==> src/rtl/core/gppm_ram.sv <==
// ----------------------------------------------------------------------------
// gppm_ram
// Generic single-write, single-read RAM with registered read data.
// ----------------------------------------------------------------------------
`default_nettype none

module gppm_ram #(
    parameter int WIDTH = 32,
    parameter int DEPTH = 64
) (
    input  wire logic                     clk,
    input  wire logic                     we,
    input  wire logic [$clog2(DEPTH)-1:0] waddr,
    input  wire logic [WIDTH-1:0]         wdata,
    input  wire logic [$clog2(DEPTH)-1:0] raddr,
    output logic      [WIDTH-1:0]         rdata
);

    logic [WIDTH-1:0] mem [DEPTH];

    always_ff @(posedge clk)
    begin
        if (we)
        begin
            mem[waddr] <= wdata;
        end
        rdata <= mem[raddr];
    end

endmodule

`default_nettype wire

==> config.mk <==
export PLATFORM = sky130hd
export DESIGN_NAME = gppm_ram
export DESIGN_NICKNAME = d
export VERILOG_FILES = /design/src/rtl/core/gppm_ram.sv
export SDC_FILE = /design/constraint.sdc
export NUM_CORES = 2
export LEC_CHECK = 0
export BUFFER_PORTS_ARGS = -buffer_cell sky130_fd_sc_hd__buf_2
export CAP_MARGIN = 20
export CORE_ASPECT_RATIO = 0.75
export CORE_MARGIN = 4
export CORE_UTILIZATION = 30
export DETAILED_ROUTE_END_ITERATION = 10
export GPL_TIMING_DRIVEN = 0
export PLACE_DENSITY = 0.54
export SYNTH_ARGS = -nofsm -noshare
export SYNTH_HDL_FRONTEND = slang
export SYNTH_SLANG_ARGS = --single-unit
==> constraint.sdc <==
create_clock -name clk -period 4.65 [get_ports clk]
set_input_delay 0.93 -clock clk [delete_from_list [all_inputs] [get_ports clk]]
set_output_delay 0.93 -clock clk [all_outputs]
set_load 0.1 [all_outputs]
==> impl_metrics.env <==
export IMPL_run_status="finished, violations left"
export IMPL_violations_in_the_final_reports="negative setup slack"
export IMPL_cts_root_buffer="sky130_fd_sc_hd__clkbuf_16"
export IMPL_insertion_delay_ns=0.85
export IMPL_cpMostUsedCell="sky130_fd_sc_hd__buf_2"
export IMPL_hold_viol=0
export IMPL_synthesis_instances=3324
export IMPL_cts_tree="yes"
export IMPL_power_density_nw_per_um2=425
export IMPL_place_gp_congestion=0.844
export IMPL_final_count_of_negative_setup_slack_endpoints=2
export IMPL_initial_core_util=0.302
export IMPL_grt_max_degree=65
export IMPL_peak_per_stage_delay_on_the_critical_path_ns=0.87
export IMPL_cp_start_kind="primary input"
export IMPL_final_max_slew_viol_count=0
export IMPL_area_growth_pct=17.8
export IMPL_grt_pass1_vias=37400
export IMPL_endpoint_kind_of_the_worst_setup_timing_path="flip-flop"
export IMPL_period_minus_slack_ns=4.72
export IMPL_detail_route_iter0_violations=6539
export IMPL_ant_nets=0
export IMPL_worst_path_dominant_cell_family="buffers and inverters"
export IMPL_power_leakage_nw=28.4
export IMPL_fp_row_count=162
export IMPL_synth_top_cells_by_area="sky130_fd_sc_hd__edfxtp_1 (78%), sky130_fd_sc_hd__mux4_2 (16%), sky130_fd_sc_hd__mux2i_1 (1.2%)"
export IMPL_timing_clock_skew_ns=0.0456
export IMPL_clockBufferDepth=4
export IMPL_post_place_cells=6962
export IMPL_syn_avg_cell_area_sq_um=23.6
export IMPL_worst_hold_slack_ns=0.389
export IMPL_critPathBufInv=4
export IMPL_die_width_microns=599
export IMPL_cts_sink_count=2080
export IMPL_routed_wl_mm=250
export IMPL_most_numerous_cell_types_in_the_synthesized_netlist="sky130_fd_sc_hd__edfxtp_1 (2048), sky130_fd_sc_hd__mux4_2 (544), sky130_fd_sc_hd__nor2_1 (137), sky130_fd_sc_hd__mux2i_1 (93), sky130_fd_sc_hd__o22ai_1 (84)"
export IMPL_peak_ir_drop_on_the_vdd_network_uv=260
export IMPL_path_cells="buf_2 -> buf_2 -> buf_2 -> buf_1 -> nand3b_1 -> o221ai_1 -> a21oi_1 -> a21oi_1 -> nor2_1"
export IMPL_worstPathRequired_ns=5.34
export IMPL_total_die_area_sq_um=270000
export IMPL_post_synth_instance_area_sq_um=78500
export IMPL_number_of_synthesized_flops_with_an_enable_pin=2048
export IMPL_detail_routed_via_count_per_cell=5.38
export IMPL_synth_ff_latch_count=2080
export IMPL_max_cap_viol_count=0
export IMPL_tcrit_tclk_final=1.02
export IMPL_ctsHtreeMaxLevel=4
export IMPL_timing_worst_slew_pin_value_ns=1.20
export IMPL_design_core_area_sq_um=260000
export IMPL_firstDrtPassIters=6
export IMPL_synth_top_area_share=0.783
export IMPL_ctsHoldBuffers=0
export IMPL_yosys_cell_count_top_type="sky130_fd_sc_hd__edfxtp_1"
export IMPL_dp_hpwl_mm=167
export IMPL_final_nets=3784
export IMPL_async_flop_share=0
export IMPL_post_cts_resized=0
export IMPL_postSynth_topFlopCell="sky130_fd_sc_hd__edfxtp_1"
export IMPL_clk_pin_slew_worst_paths_ns=0.06
export IMPL_post_route_worst_setup_slack_ns=-0.0724
export IMPL_synth_largest_area_cell="sky130_fd_sc_hd__edfxtp_1"
export IMPL_relSlewSlack=0.199
export IMPL_cts_bufs_inserted=203
export IMPL_wire_per_inst_microns=34.0
export IMPL_path_type_of_the_worst_setup_path="primary input to flip-flop"
export IMPL_worstPathMaxFanout=10
export IMPL_grt_setup_unrepaired="false"
export IMPL_io_buffer_count=69
export IMPL_remaining_routing_drc_violations=0
export IMPL_hold_path_class="primary input to flip-flop"
export IMPL_timing_fmax_ghz=0.212
export IMPL_worst_path_cell_with_the_longest_stage_delay="sky130_fd_sc_hd__buf_1"
export IMPL_global_route_wire_length_before_repair_mm=335
export IMPL_fin_cells=7346
export IMPL_post_route_cells_drive_above_1_share=0.304
export IMPL_utilization=0.356
export IMPL_final_design_area_no_fill_sq_um=92500
export IMPL_ys_types=34
export IMPL_ys_warn_count=0
export IMPL_placed_area_sq_um=86100
export IMPL_detailroute_via_count=39500
export IMPL_timing_critical_path_arrival_ns=5.41
export IMPL_postCtsSetupBuffers=0
export IMPL_synth_fp_nets=3370
export IMPL_grt_antenna_before_repair=37
export IMPL_grtUsageTotal=0.181
export IMPL_num_io_pins=78
export IMPL_grt_ovfl_total=0
export IMPL_synth_seq_area_share=0.791
export IMPL_die_h_microns=451
==> stage by stage <==
step / setup TNS, ns / power [W] / worst slack [ns]
floorplan: 0 / 0.0225 / 0.560
global placement: -2462.15 / 0.0237 / -3.11
detailed placement: -6.35 / 0.0238 / -0.842
CTS: 0 / 0.0395 / 0.0504
global route: 0 / 0.0404 / 0.0597
finish: -0.135 / 0.0393 / -0.0724
==> layer usage <==
layer,track usage,share of wire,up-vias
met1,0.269,0.43,21800
li1,-,-,15100
met2,0.260,0.43,2227
met4,0.0465,0.027,10
met3,0.0516,0.11,328
met5,0,0.00022,-
==> state kept, by name (all words and copies together), names as in the netlist <==
signal  flops
mem      2048
rdata      32
==> logic make-up (layout without fill, tap and decap cells) <==
kind of cell	after synthesis	in the layout	share of synthesized area
compound gates	202	202	0.0167
buf+inv	182	753	0.0113
flops	2080	2080	0.791
mux	637	637	0.168
other cells	0	7	0
simple gates	223	223	0.0127
==> cells in the final DEF (no fill, tap or decap), drive strengths merged, types with 3 or more instances in the layout <==
master	synthesis	layout
a21oi	62	62
a22oi	12	12
a311oi	8	8
a41o	4	4
and3	4	4
buf	108	317
bufinv	0	11
clkbuf	74	329
clkinv	0	91
clkinvlp	0	3
dfxtp	32	32
diode	0	7
edfxtp	2048	2048
mux2i	93	93
mux4	544	544
nand2	26	26
nand2b	8	8
nand3	5	5
nand3b	5	5
nor2	137	137
nor2b	15	15
nor3	7	7
o221ai	27	27
o22ai	84	84
o32ai	4	4
or2	3	3
or3	3	3
or3b	5	5
==> power breakdown <==
group	total [W]	switching, W	internal, W
Sequential	0.0208	0.0000391	0.0207
Combinational	0.00269	0.00190	0.000789
Clock	0.0158	0.00707	0.00874
==> worst paths after layout <==
check	slack [ns]	start	cells past startpoint	endpoint
max	-0.07	raddr[1]	9	rdata[9]$_DFF_P_
min	0.39	wdata[4]	1	mem[33][4]$_DFFE_PP_
max reg2reg	2.12	mem[27][6]$_DFFE_PP_	4	rdata[6]$_DFF_P_
min reg2reg	0.97	mem[0][21]$_DFFE_PP_	4	rdata[21]$_DFF_P_
==> layout make-up <==
| class | count | area, sq um |
|---|---|---|
| clock buffer | 255 | 5350 |
| tap | 3444 | 4310 |
| sequential | 2080 | 62100 |
| fill | 23600 | 168000 |
| multi-input combinational | 1062 | 16000 |
| antenna | 7 | 17.5 |
| clock inverter | 107 | 833 |
| timing repair buffer | 209 | 3020 |
| buffer | 182 | 892 |
No activity file was read; power rests on OpenSTA's default activity.
