===== config.mk =====
export PLATFORM = sky130hd
export DESIGN_NAME = gppm_cordic
export DESIGN_NICKNAME = d
export VERILOG_FILES = /design/src/rtl/core/gppm_pkg.sv /design/src/rtl/core/gppm_cordic.sv
export SDC_FILE = /design/constraint.sdc
export NUM_CORES = 1
export LEC_CHECK = 0
export BUFFER_PORTS_ARGS = -buffer_cell sky130_fd_sc_hd__buf_4
export CAP_MARGIN = 30
export CORE_UTILIZATION = 46
export CTS_BUF_LIST = sky130_fd_sc_hd__clkbuf_4 sky130_fd_sc_hd__clkbuf_8 sky130_fd_sc_hd__clkbuf_16
export DETAILED_ROUTE_END_ITERATION = 12
export PLACE_DENSITY = 0.69
export SLEW_MARGIN = 20
export SYNTH_ARGS = -nofsm -noshare
export SYNTH_HDL_FRONTEND = slang
export SYNTH_SLANG_ARGS = --single-unit

===== constraint.sdc =====
create_clock -name clk -period 9.8 [get_ports clk]
set_input_delay 0.98 -clock clk [delete_from_list [all_inputs] [get_ports clk]]
set_output_delay 0.98 -clock clk [all_outputs]
set_load 0.005 [all_outputs]

===== src/rtl/core/gppm_pkg.sv =====
// ----------------------------------------------------------------------------
// gppm_pkg
// Shared constants, types and the CORDIC angle table.
// ----------------------------------------------------------------------------
`default_nettype none

package gppm_pkg;

    localparam int MAX_POINTS_DEF = 64;
    localparam int COORD_W        = 16;
    localparam int DIFF_W         = 17;
    localparam int ANG_W          = 17;
    localparam int CFG_IDX_W      = 3;
    localparam int CFG_DATA_W     = 16;

    localparam logic [CFG_IDX_W-1:0] CFG_TARGET_SEP = 3'd0;
    localparam logic [CFG_IDX_W-1:0] CFG_SEP_TOL    = 3'd1;
    localparam logic [CFG_IDX_W-1:0] CFG_TARGET_ANG = 3'd2;
    localparam logic [CFG_IDX_W-1:0] CFG_ANG_TOL    = 3'd3;

    typedef struct packed {
        logic                     go;
        logic signed [DIFF_W-1:0] dx;
        logic signed [DIFF_W-1:0] dy;
    } cordic_req_t;

    typedef struct packed {
        logic                    done;
        logic signed [ANG_W-1:0] angle;
    } cordic_rsp_t;

    // atan(2^-i) in degrees * 2^16
    function automatic logic [22:0] atan_deg16(input logic [3:0] i);
        logic [22:0] v;
        case (i)
            4'd0:    v = 23'd2949120;
            4'd1:    v = 23'd1740967;
            4'd2:    v = 23'd919879;
            4'd3:    v = 23'd466945;
            4'd4:    v = 23'd234379;
            4'd5:    v = 23'd117304;
            4'd6:    v = 23'd58666;
            4'd7:    v = 23'd29335;
            4'd8:    v = 23'd14668;
            4'd9:    v = 23'd7334;
            4'd10:   v = 23'd3667;
            4'd11:   v = 23'd1833;
            4'd12:   v = 23'd917;
            4'd13:   v = 23'd458;
            4'd14:   v = 23'd229;
            default: v = 23'd115;
        endcase
        return v;
    endfunction

endpackage

`default_nettype wire


===== src/rtl/core/gppm_cordic.sv =====
// ----------------------------------------------------------------------------
// gppm_cordic
// Iterative CORDIC vectoring unit: atan2(dy, dx) in signed Q9.7 degrees.
// ----------------------------------------------------------------------------
`default_nettype none

module gppm_cordic
    import gppm_pkg::*;
(
    input  wire logic        clk,
    input  wire logic        rst_n,
    input  wire cordic_req_t req,
    output cordic_rsp_t      rsp
);

    localparam int XW = 36;
    localparam int ZW = 26;

    logic                    run_reg, run_next;
    logic [4:0]              i_reg, i_next;
    logic signed [XW-1:0]    x_reg, x_next;
    logic signed [XW-1:0]    y_reg, y_next;
    logic signed [ZW-1:0]    z_reg, z_next;
    logic                    done_reg, done_next;
    logic signed [ANG_W-1:0] ang_reg, ang_next;

    logic signed [DIFF_W-1:0] adx, ndy;
    logic signed [XW-1:0]     xs, ys;
    logic signed [ZW-1:0]     tz, zsum;

    always_comb
    begin
        adx  = req.dx[DIFF_W-1] ? -req.dx : req.dx;
        ndy  = req.dx[DIFF_W-1] ? -req.dy : req.dy;
        xs   = x_reg >>> i_reg[3:0];
        ys   = y_reg >>> i_reg[3:0];
        tz   = ZW'($signed({1'b0, atan_deg16(i_reg[3:0])}));
        zsum = z_reg + ZW'(256);

        run_next  = run_reg;
        i_next    = i_reg;
        x_next    = x_reg;
        y_next    = y_reg;
        z_next    = z_reg;
        done_next = 1'b0;
        ang_next  = ang_reg;

        if (req.go)
        begin
            if (req.dx == '0)
            begin
                done_next = 1'b1;
                if (req.dy[DIFF_W-1])
                begin
                    ang_next = -ANG_W'(11520);
                end
                else if (req.dy != '0)
                begin
                    ang_next = ANG_W'(11520);
                end
                else
                begin
                    ang_next = '0;
                end
            end
            else
            begin
                run_next = 1'b1;
                i_next   = '0;
                x_next   = XW'(adx) <<< 14;
                y_next   = XW'(ndy) <<< 14;
                if (!req.dx[DIFF_W-1])
                begin
                    z_next = '0;
                end
                else if (req.dy[DIFF_W-1])
                begin
                    z_next = -ZW'(11796480);
                end
                else
                begin
                    z_next = ZW'(11796480);
                end
            end
        end
        else if (run_reg)
        begin
            if (y_reg == '0 || i_reg == 5'd16)
            begin
                run_next  = 1'b0;
                done_next = 1'b1;
                ang_next  = zsum[ZW-1:9];
            end
            else
            begin
                i_next = i_reg + 5'd1;
                if (y_reg > 0)
                begin
                    x_next = x_reg + ys;
                    y_next = y_reg - xs;
                    z_next = z_reg + tz;
                end
                else
                begin
                    x_next = x_reg - ys;
                    y_next = y_reg + xs;
                    z_next = z_reg - tz;
                end
            end
        end
    end

    always_ff @(posedge clk or negedge rst_n)
    begin
        if (!rst_n)
        begin
            run_reg  <= 1'b0;
            done_reg <= 1'b0;
        end
        else
        begin
            run_reg  <= run_next;
            done_reg <= done_next;
        end
    end

    always_ff @(posedge clk)
    begin
        i_reg   <= i_next;
        x_reg   <= x_next;
        y_reg   <= y_next;
        z_reg   <= z_next;
        ang_reg <= ang_next;
    end

    assign rsp.done  = done_reg;
    assign rsp.angle = ang_reg;

endmodule

`default_nettype wire


==> flow_metrics.py <==
metrics = {
    "logic_synthesis": {
        "syn_nets": 2132,
        "synth_top_area_frac": 0.211,
        "avgSynthCellArea_um2": 8.63,
        "synth_cell_types": 85,
        "seq_area_frac_synth": 0.240,
        "yosys_register_bits": 144,
        "synth_area_leaders": "edfxtp_1 21%, ha_1 8.2%, mux4_2 7.8%",
        "ys_async_sr_fraction": 0.0139,
        "synth_ff_type": "edfxtp_1",
        "netlist_area_mm2": 0.0171,
        "ys_warn_count": 0,
        "syn_inst": 1980,
        "synth-edff-count": 120,
        "synth_largest_area_cell": "edfxtp_1",
    },
    "global_routing": {
        "gr-total-overflow": 0,
        "antenna_found_initial": 0,
        "first_global_vias": 14900,
        "grt_pass1_wl_mm": 79.6,
        "grt_max_degree": 83,
        "track_usage": 0.263,
    },
    "sta": {
        "hold_violations": 0,
        "fin_setup_tns_ns": 0,
        "period_minus_slack_ns": 6.61,
        "rsz0062_at_grt": "no",
        "tightest_slew_ns": 0.947,
        "period_share": 0.675,
        "drv_slew": 0,
        "setup_violations": 0,
        "finClkSkew_ns": 0.0156,
        "maxSlewHeadroom": 0.368,
        "fmax_ghz": 0.151,
    },
    "worst_setup_path": {
        "cp-start-kind": "flop",
        "slowest_delay_ns": 0.71,
        "crit_type": "reg -> reg",
        "worstSetupEndpointType": "flop",
        "cpMostUsedCell": "nor2_1",
        "crit_arrival_ns": 6.93,
        "path_max_fanout": 43,
        "worst_path_max_delay_cell": "mux4_1",
        "reg2regPathDepth": 20,
        "cp_cell_sequence": "buf_4, mux4_1, mux2_2, a222oi_1, nand3_1, or2_1, nor2_1, a21oi_1, xnor2_1, ha_1, nand2_1, nor2_1, nand3_1, a211oi_1, nor2_1, o31ai_1, a21oi_1, a31oi_1, xnor3_1, o21ai_1",
        "worstPathRequired_ns": 10.11,
    },
    "placed_design": {
        "gp_congestion": 0.983,
        "portBuffers": 54,
        "postPlaceCellArea_mm2": 0.0178,
        "hpwlAfterDp_mm": 37.9,
    },
    "clocking": {
        "path_clk_slew_ns": 0.08,
        "clockBufferDepth": 2,
        "cts_setup_buffers": 0,
        "holdBufCountCts": 0,
        "cts_tree": "yes",
        "cts_root_buf": "clkbuf_16",
        "cts_buffers": 17,
        "cts.repair.resized": 0,
        "cts_sinks": 144,
        "clock_latency_ns": 0.47,
        "htreeDepth": 4,
    },
    "min_path": {
        "min_path_type": "in -> async",
    },
    "floorplan": {
        "io_pins": 55,
        "die_x_um": 195,
        "die_area_mm2": 0.0379,
        "coreArea_mm2": 0.0366,
        "start_util": 0.467,
        "die_h_um": 195,
        "core.rowCount": 70,
    },
    "final_layout": {
        "multi_input_area_mm2": 0.0124,
        "final_nets": 2127,
        "design_area_mm2": 0.0184,
        "layout-drive-gt1-share": 0.110,
        "layout-area-overhead-vs-synth_pct": 7.73,
        "seq_area_mm2": 0.00409,
        "antenna_cells": 0,
        "fillers": 3481,
    },
    "routing": {
        "post_drt_wl_per_cell_um": 20.5,
        "drc_errors": 0,
        "wirelength_mm": 50.3,
        "drtIter0Drc": 1603,
        "drtAntennaViolNets": 0,
        "viasPerCell": 6.36,
        "vias": 15600,
        "drt-pass1-iter-count": 5,
    },
    "job": {
        "cap_violations": 0,
    },
    "status": {
        "outcome": "complete, no violations",
    },
}
[synth_stat cells (17+ instances only)]
master and number:
a211oi_1 22, a21o_1 38, a21oi_1 142, a31oi_1 18
and3_1 17, buf_1 17, clkbuf_1 56, dfxtp_1 22
edfxtp_1 120, ha_1 112, inv_1 48, mux2_1 25
mux2_2 22, mux2i_1 74, mux4_2 59, nand2_1 196
nand2b_1 23, nand3_1 33, nor2_1 202, nor2b_1 20
nor3_1 44, nor4_1 17, o21a_1 22, o21ai_0 137
o22ai_1 25, o31ai_1 21, xnor2_1 99, xor2_1 101
[cells by family (layout without fill, tap and decap cells)]
group | count (synthesis) | after routing | synth area share
xor gates and xnor gates | 201 | 201 | 0.104
buffers and inverters | 149 | 157 | 0.0372
AOI/OAI and AO/OA | 550 | 550 | 0.204
adders and majority gates | 115 | 115 | 0.0855
and+or+nand+nor | 638 | 638 | 0.174
DFF | 144 | 144 | 0.240
muxes | 183 | 183 | 0.156
[cell type report]
cell class,instances,area share
repair buffers,75,0.0317
flip-flops and latches,144,0.222
clock inverters,15,0.00897
well taps,468,0.0318
multi-input cells,1687,0.672
clock buffers,17,0.0231
inverters,50,0.0102
[routing by layer]
| layer | share of wire | global-route usage | vias to the layer above |
|---|---|---|---|
| li1 | - | - | 7404 |
| met3 | 0.063 | 0.0335 | 132 |
| met2 | 0.48 | 0.442 | 621 |
| met4 | 0.042 | 0.126 | 0 |
| met1 | 0.42 | 0.335 | 7451 |
| met5 | 0 | 0 | - |
[stage by stage]
stage | std cells | utilization | setup WS [ns] | hold WS [ns]
after global routing | 2456 | 0.503 | 2.63 | 0.266
after detailed placement | 2422 | 0.486 | 3.29 | 0.498
after CTS | 2454 | 0.502 | 3.21 | 0.269
after global placement | 2421 | 0.485 | 3.40 | 0.490
after floorplan | 1980 | - | 0.890 | 0.464
final | 2456 | 0.503 | 3.19 | 0.280
[critical path: cells and delay by family, from the launching register on]
family,cells,cell delay (ns)
AOI/OAI and AO/OA,7,2.16
and+or+nand+nor,7,1.51
muxes,2,1.06
buffers and inverters,1,0.53
xor gates and xnor gates,2,0.41
adders and majority gates,1,0.39
DFF,1,0.36
[cell usage in the layout (no fill, tap or decap), drive strengths merged, types with 6 or more instances in the layout]
master / instances
and2: 9
inv: 59
o21bai: 10
clkbuf: 17
nor4: 17
a21oi: 142
o41ai: 6
or4: 6
xor2: 101
mux2: 48
o31ai: 21
or2: 18
mux2i: 74
mux4: 61
or3: 17
edfxtp: 120
nor3: 45
and3: 17
o21ai: 146
xnor2: 99
a21o: 38
nand4: 15
dfxtp: 22
a21boi: 14
o31a: 10
nand2: 196
o22ai: 25
nand3: 33
ha: 112
buf: 75
a211oi: 24
o21a: 22
a31oi: 18
nor2: 202
nand2b: 23
nor3b: 7
nor2b: 20
o211ai: 11
[final timing paths]
kind / start / to / slack, ns
max: i_reg[0]$_DFFE_PP_ / x_reg[35]$_DFFE_PP_ / 3.19
min: rst_n / done_reg$_DFF_PN0_ / 0.28
max reg2reg: i_reg[0]$_DFFE_PP_ / x_reg[35]$_DFFE_PP_ / 3.19
min reg2reg: run_reg$_DFFE_PN0N_ / run_reg$_DFFE_PN0N_ / 0.52
max in group asynchronous: rst_n / run_reg$_DFFE_PN0N_ / 9.44
min in group clk: run_reg$_DFFE_PN0N_ / run_reg$_DFFE_PN0N_ / 0.52
Power is left out: the tool's default activity adds up to more than one toggle a clock period on the data nets, which glitch-free logic cannot reach.
